===== config.mk =====
export PLATFORM = sky130hd
export DESIGN_NAME = slfa_ctrl
export DESIGN_NICKNAME = d
export VERILOG_FILES = /design/src/design/slfa_pkg.sv /design/src/design/slfa_ctrl.sv
export SDC_FILE = /design/constraint.sdc
export NUM_CORES = 1
export LEC_CHECK = 0
export BUFFER_PORTS_ARGS = -buffer_cell sky130_fd_sc_hd__buf_4
export CORE_AREA = 2 2 137 139
export DETAILED_ROUTE_END_ITERATION = 10
export DIE_AREA = 0 0 139 141
export GPL_ROUTABILITY_DRIVEN = 0
export PLACE_DENSITY = 0.81
export SYNTH_ARGS = -nofsm -noshare
export SYNTH_HDL_FRONTEND = slang
export SYNTH_SLANG_ARGS = --single-unit
export TNS_END_PERCENT = 50

===== constraint.sdc =====
create_clock -name clk -period 7.3 [get_ports clk]
set_input_delay 0.73 -clock clk [delete_from_list [all_inputs] [get_ports clk]]
set_output_delay 0.73 -clock clk [all_outputs]
set_load 0.1 [all_outputs]

===== src/design/slfa_pkg.sv =====
// slfa_pkg: shared types and constants for the slab free-list allocator
// no dependencies; used by slfa_ctrl and slab_free_list_allocator_unit
`timescale 1ns / 1ps
`default_nettype none

package slfa_pkg;

	localparam int SLAB_SLOTS   = 64;
	localparam int MAX_SLABS    = 16;
	localparam int SLOT_SPACE   = 1024;
	localparam int SLOT_W       = $clog2(SLOT_SPACE);
	localparam int CAP_W        = $clog2(SLOT_SPACE + 1);
	localparam int LIVE_W       = CAP_W;
	localparam int SLAB_CNT_W   = $clog2(MAX_SLABS + 1);
	localparam int OBJ_W        = 13;
	localparam int OFS_W        = 22;
	localparam int MIN_OBJ      = 8;
	localparam int MAX_OBJ      = 4096;
	localparam int SLABS_IN_SPACE = SLOT_SPACE / SLAB_SLOTS;
	localparam int USABLE_SLABS =
		(MAX_SLABS < SLABS_IN_SPACE) ? MAX_SLABS : SLABS_IN_SPACE;
	localparam int MAX_CAP      = USABLE_SLABS * SLAB_SLOTS;

	typedef enum logic [1:0] {
		OP_ALLOC = 2'd0,
		OP_FREE  = 2'd1,
		OP_RESET = 2'd2,
		OP_NONE  = 2'd3
	} op_t;

	typedef enum logic [1:0] {
		ST_OK    = 2'd0,
		ST_OOM   = 2'd1,
		ST_RANGE = 2'd2
	} status_t;

	// one link memory word: last marks the tail of the free list
	typedef struct packed {
		logic              last;
		logic [SLOT_W-1:0] link;
	} link_t;

	typedef struct packed {
		logic [SLOT_W-1:0] granted;
		logic [OFS_W-1:0]  offset;
		status_t           status;
		logic [LIVE_W-1:0] live;
		logic [CAP_W-1:0]  cap;
	} result_t;

endpackage

`default_nettype wire


===== src/design/slfa_ctrl.sv =====
// slfa_ctrl: allocator sequencer; head, live count, slab count and slab fill sweep
// depends on slfa_pkg; drives the link memory and hands results to the output stage
`timescale 1ns / 1ps
`default_nettype none

module slfa_ctrl (
	input  wire logic                            clk,
	input  wire logic                            arst_n,
	input  wire logic                            in_valid,
	output logic                                 in_ready,
	input  wire logic [1:0]                      operation,
	input  wire logic [slfa_pkg::SLOT_W-1:0]     slot,
	input  wire logic [slfa_pkg::OBJ_W-1:0]      obj_bytes,
	input  wire logic                            out_free,
	output logic                                 done,
	output slfa_pkg::result_t                    res,
	output logic                                 ram_we,
	output logic [slfa_pkg::SLOT_W-1:0]          ram_waddr,
	output slfa_pkg::link_t                      ram_wdata,
	output logic                                 ram_re,
	output logic [slfa_pkg::SLOT_W-1:0]          ram_raddr,
	input  wire slfa_pkg::link_t                 ram_rdata
);

	typedef enum logic [4:0] {
		S_IDLE = 5'b00001,
		S_FILL = 5'b00010,
		S_READ = 5'b00100,
		S_POP  = 5'b01000,
		S_HOLD = 5'b10000
	} state_t;

	localparam logic [slfa_pkg::LIVE_W-1:0] LIVE_MAX =
		slfa_pkg::LIVE_W'(slfa_pkg::SLOT_SPACE);
	localparam logic [slfa_pkg::OBJ_W-1:0] OBJ_LO = slfa_pkg::OBJ_W'(slfa_pkg::MIN_OBJ);
	localparam logic [slfa_pkg::OBJ_W-1:0] OBJ_HI = slfa_pkg::OBJ_W'(slfa_pkg::MAX_OBJ);

	state_t                              state_q, state_d;
	slfa_pkg::op_t                       op_q, op_d;
	logic [slfa_pkg::SLOT_W-1:0]         head_q, head_d;
	logic                                nonempty_q, nonempty_d;
	logic [slfa_pkg::LIVE_W-1:0]         live_q, live_d;
	logic [slfa_pkg::SLAB_CNT_W-1:0]     slabs_q, slabs_d;
	logic [slfa_pkg::SLOT_W-1:0]         fill_ptr_q, fill_ptr_d;
	logic [slfa_pkg::SLOT_W-1:0]         fill_lo_q, fill_lo_d;
	logic [slfa_pkg::SLOT_W-1:0]         fill_end_q, fill_end_d;
	logic [slfa_pkg::OFS_W-1:0]          prod_q;
	slfa_pkg::result_t                   hold_q, res_c;
	logic                                finish;
	logic [slfa_pkg::OBJ_W-1:0]          obj_eff;
	logic [slfa_pkg::CAP_W-1:0]          cap_now, cap_next;
	logic [slfa_pkg::SLOT_W-1:0]         slab_base;

	always_comb begin
		if (obj_bytes < OBJ_LO) begin
			obj_eff = OBJ_LO;
		end else if (obj_bytes > OBJ_HI) begin
			obj_eff = OBJ_HI;
		end else begin
			obj_eff = obj_bytes;
		end
	end

	assign cap_now   = slfa_pkg::CAP_W'(slabs_q * slfa_pkg::SLAB_SLOTS);
	assign cap_next  = slfa_pkg::CAP_W'(slabs_d * slfa_pkg::SLAB_SLOTS);
	assign slab_base = slfa_pkg::SLOT_W'(cap_now);
	assign in_ready  = (state_q == S_IDLE);

	always_comb begin
		state_d    = state_q;
		op_d       = op_q;
		head_d     = head_q;
		nonempty_d = nonempty_q;
		live_d     = live_q;
		slabs_d    = slabs_q;
		fill_ptr_d = fill_ptr_q;
		fill_lo_d  = fill_lo_q;
		fill_end_d = fill_end_q;
		finish     = 1'b0;
		res_c      = '0;
		res_c.status = slfa_pkg::ST_OK;
		ram_we     = 1'b0;
		ram_waddr  = fill_ptr_q;
		ram_wdata  = '{last: (fill_ptr_q == fill_lo_q), link: fill_ptr_q - 1'b1};
		ram_re     = 1'b0;
		ram_raddr  = head_q;

		unique case (state_q)
			S_IDLE: begin
				if (in_valid) begin
					op_d = slfa_pkg::op_t'(operation);
					unique case (slfa_pkg::op_t'(operation))
						slfa_pkg::OP_ALLOC: begin
							if (nonempty_q) begin
								ram_re  = 1'b1;
								state_d = S_POP;
							end else if (slabs_q <
									slfa_pkg::SLAB_CNT_W'(slfa_pkg::USABLE_SLABS)) begin
								// new slab chains downward so its top slot is handed out first
								fill_ptr_d = slab_base;
								fill_lo_d  = slab_base;
								fill_end_d = slab_base +
									slfa_pkg::SLOT_W'(slfa_pkg::SLAB_SLOTS - 1);
								slabs_d    = slabs_q + 1'b1;
								state_d    = S_FILL;
							end else begin
								res_c.status = slfa_pkg::ST_OOM;
								finish       = 1'b1;
							end
						end
						slfa_pkg::OP_FREE: begin
							if (slfa_pkg::CAP_W'(slot) >= cap_now) begin
								res_c.status = slfa_pkg::ST_RANGE;
							end else begin
								ram_we     = 1'b1;
								ram_waddr  = slot;
								ram_wdata  = '{last: !nonempty_q, link: head_q};
								head_d     = slot;
								nonempty_d = 1'b1;
								if (live_q != '0) begin
									live_d = live_q - 1'b1;
								end
							end
							finish = 1'b1;
						end
						slfa_pkg::OP_RESET: begin
							live_d     = '0;
							nonempty_d = 1'b0;
							head_d     = '0;
							if (slabs_q != '0) begin
								fill_ptr_d = '0;
								fill_lo_d  = '0;
								fill_end_d = slfa_pkg::SLOT_W'(cap_now - 1'b1);
								state_d    = S_FILL;
							end else begin
								finish = 1'b1;
							end
						end
						default: begin
							finish = 1'b1;
						end
					endcase
				end
			end
			S_FILL: begin
				ram_we = 1'b1;
				if (fill_ptr_q == fill_end_q) begin
					head_d     = fill_end_q;
					nonempty_d = 1'b1;
					if (op_q == slfa_pkg::OP_ALLOC) begin
						state_d = S_READ;
					end else begin
						finish = 1'b1;
					end
				end else begin
					fill_ptr_d = fill_ptr_q + 1'b1;
				end
			end
			S_READ: begin
				ram_re  = 1'b1;
				state_d = S_POP;
			end
			S_POP: begin
				res_c.granted = head_q;
				res_c.offset  = prod_q;
				head_d        = ram_rdata.link;
				nonempty_d    = !ram_rdata.last;
				if (live_q < LIVE_MAX) begin
					live_d = live_q + 1'b1;
				end
				finish = 1'b1;
			end
			S_HOLD: begin
				if (out_free) begin
					state_d = S_IDLE;
				end
			end
			default: begin
				state_d = S_IDLE;
			end
		endcase

		res_c.live = live_d;
		res_c.cap  = cap_next;

		if (finish) begin
			state_d = out_free ? S_IDLE : S_HOLD;
		end
	end

	assign done = (finish || (state_q == S_HOLD)) && out_free;
	assign res  = (state_q == S_HOLD) ? hold_q : res_c;

	always_ff @(posedge clk or negedge arst_n) begin
		if (!arst_n) begin
			state_q    <= S_IDLE;
			op_q       <= slfa_pkg::OP_NONE;
			head_q     <= '0;
			nonempty_q <= 1'b0;
			live_q     <= '0;
			slabs_q    <= '0;
		end else begin
			state_q    <= state_d;
			op_q       <= op_d;
			head_q     <= head_d;
			nonempty_q <= nonempty_d;
			live_q     <= live_d;
			slabs_q    <= slabs_d;
		end
	end

	// head is stable between the read issue and the pop, so the product is ready in time
	always_ff @(posedge clk) begin
		fill_ptr_q <= fill_ptr_d;
		fill_lo_q  <= fill_lo_d;
		fill_end_q <= fill_end_d;
		prod_q     <= slfa_pkg::OFS_W'(head_q) * slfa_pkg::OFS_W'(obj_eff);
		if (finish && !out_free) begin
			hold_q <= res_c;
		end
	end

endmodule

`default_nettype wire


==> reports/metrics.csv <==
metric,value,unit
final_max_slew_viol_count,0,
vias,8862,
startpoint_type,input pin,
grt_util_all_layers,27.9,%
dp_cells,1437,
drive_above_1_share,16.4,%
seqPwrFrac,22.5,%
crit_arrival,7080,ps
cts_root_buf,clkbuf_16,
die_w,139,um
nets,1418,
post_cts_resized,0,
cp_slowest_stage_delay,820,ps
rsz0062_at_grt,no,
drcViolationCount,0,
ir_drop,0.000436,V
power.switching,3.19,mW
run_status,finished clean,
min_period,6770,ps
synth_ff_type,edfxtp_1,
hold_buffers,0,
cp_num_buf_inv,4,
post-cts-setup-buffers,0,
synth-edff-count,68,
skew,12.4,ps
syn_area,0.0107,mm^2
async_flop_share,27.4,%
p_clk_share,13.8,%
syn_area_per_cell,9.49,um^2
hp-class,in2async,
cts_tree,built,
crit_family,adder cells,
final_cells,1469,
drt_wl_total,26.6,mm
cap_violations,0,
synthMuxAreaShare,2.46,%
p_sw_share,55.4,%
cp_slowest_cell,nor2_1,
cts_max_path_buffers,2,
crit_top_cell,fa_1,
timing.final.crit_share,92.8,%
wl_per_cell,18.1,um
path_class,in2reg,
cts_made_buffers,17,
postSynthCellCount,1130,
hold_viol,0,
multi_input_area,0.00670,mm^2
synth_compound_area_share,11.1,%
grt_pass1_wl,44.1,mm
comb_power_share,63.7,%
start_util,58.7,%
synth_top_family_by_area,adder cells,
setup_violations,0,
post-route-util,67.4,%
hpwlAfterDp,19.4,mm
max_freq,0.148,GHz
path_max_fanout,24,
cts.sinks,124,
routed_via_density,6.03,
clk_latency,430,ps
p_int,2.57,mW
crit_required,7610,ps
fp.coreArea,0.0183,mm^2
drtIter0Drc,822,
rows,50,
syn2layout_area_growth,14.9,%
power_density,468,mW/mm^2
diodes,0,
synth-xor-area-share,4.17,%
antenna_found_initial,0,
r2r_slack,1260,ps
cts_max_level,4,
ys_seq_area_share,31.1,%
ys_types,77,
pin_count,131,
worstPathCellList,buf_4 -> nor4_1 -> nand2_1 -> nor2_1 -> nor2_1 -> and2_1 -> nand2_1 -> fa_1 -> fa_1 -> inv_1 -> fa_1 -> fa_1 -> inv_1 -> fa_1 -> inv_1 -> ha_1 -> o21ai_0 -> or3_1 -> a31o_2 -> a2111oi_0 -> o221ai_1 -> xnor2_1,
yosys.area_share.simple,20.2,%
fp.dieH,141,um
drt.antenna.violating_nets,0,
fill_cells,1465,
clk_pin_slew_worst_paths,60,ps
p_total,5.76,mW
synth_seq_cells,124,
leakage,6.26,nW
synth_warnings,0,
critPathCaptureType,flip-flop,
synth_fa_ha_area_share,24.2,%
overflow,0,
grt_max_degree,40,
tns,0,ps
design.die.area,0.0196,mm^2
first_pass_iters,5,
port_buffers,124,
max-slew-margin-rel,17.0,%
worst_pin_slew,1240,ps
seqCellArea,0.00334,mm^2
grt_pass1_vias,8667,
[cell families (layout without fill, tap and decap cells)]
| logic type | after synthesis | count (layout) |
|---|---|---|
| buffers and inverters | 178 | 278 |
| AOI/OAI and AO/OA | 177 | 177 |
| DFF | 124 | 124 |
| other | 1 | 6 |
| muxes | 24 | 24 |
| adders and majority gates | 156 | 156 |
| xor gates and xnor gates | 51 | 51 |
| and+or+nand+nor | 419 | 419 |
[sequential cells by signal (all words and copies together), names as in the netlist, 2 cells and up]
| name | flops |
|---|---|
| hold_q | 50 |
| prod_q | 22 |
| live_q | 11 |
| fill_ptr_q | 10 |
| ram_raddr | 10 |
| slabs_q | 5 |
| state_q | 5 |
| fill_end_q | 4 |
| fill_lo_q | 4 |
| op_q | 2 |
[cells in the mapped netlist, types with 7 or more instances]
master | instances | share of area [%]
nor2_1 | 73 | 2.6
or3_1 | 10 | 0.58
o211ai_1 | 7 | 0.49
mux2_2 | 19 | 2.0
clkbuf_1 | 58 | 2.0
o21ai_0 | 34 | 1.6
dfxtp_1 | 22 | 4.1
nor4_1 | 10 | 0.58
fa_1 | 85 | 16
xor2_1 | 14 | 1.1
inv_1 | 107 | 3.7
nor3_1 | 19 | 0.89
ha_1 | 71 | 8.3
xnor2_1 | 37 | 3.0
and2_1 | 39 | 2.3
dfrtp_1 | 31 | 7.2
edfxtp_1 | 68 | 19
a21o_1 | 39 | 2.7
a21oi_1 | 42 | 2.0
nor2b_1 | 10 | 0.58
nand2_1 | 119 | 4.2
nand4_1 | 9 | 0.53
nand3_1 | 16 | 0.75
and3_1 | 80 | 4.7
nand2b_1 | 8 | 0.47
[cell usage in the layout (no fill, tap or decap), drive strengths merged, types with 39 or more instances in the layout]
cell and count:
ha 71, and2 41, nor2 73, nand2 119
a21oi 43, edfxtp 68, a21o 39, buf 137
inv 109, fa 85, and3 80
[stage by stage]
step / hold WS (ps) / area (um^2) / worst slack, ps
after detailed placement: 475 / 11800 / 199
final: 246 / 12300 / 527
after global routing: 282 / 12300 / 37.3
after CTS: 257 / 12300 / 618
after floorplan: 434 / 10700 / 685
after global placement: 472 / 11800 / 383
[power groups by stage]
stage	combinational [mW]	sequential [mW]	clock, mW
final	3.67	1.29	0.796
after global routing	4.01	1.32	0.826
after CTS	3.67	1.28	0.804
after detailed placement	3.63	1.29	0
after global placement	3.57	1.29	0
after floorplan	2.86	1.28	0
[final cells by class]
type                            count  area share (%)
Multi-Input combinational cell    833            54.4
Sequential cell                   124            27.1
Timing Repair Buffer              137            8.35
Clock buffer                       19            3.51
Inverter                          109            3.32
Tap cell                          234            2.38
Clock inverter                     13           0.965
[final timing paths]
| kind | from | end | depth (start not counted) |
|---|---|---|---|
| max | obj_bytes[5] | prod_q[21] | 22 |
| min | arst_n | live_q[3] | 1 |
| max reg2reg | ram_raddr[2] | prod_q[21] | 18 |
| min reg2reg | op_q[0] | op_q[0] | 2 |
| max in group asynchronous | arst_n | state_q[0] | 1 |
| min in group clk | op_q[0] | op_q[0] | 2 |
[metal layers]
metal / track usage, % / routed length (um) / vias to the layer above
li1: - / - / 4052
met4: 8.72 / 652 / 0
met3: 6.08 / 2120 / 77
met5: 0 / 0 / -
met1: 39.4 / 11500 / 4319
met2: 43.4 / 12400 / 414
Note: power is estimated with default switching activity, not from simulation.
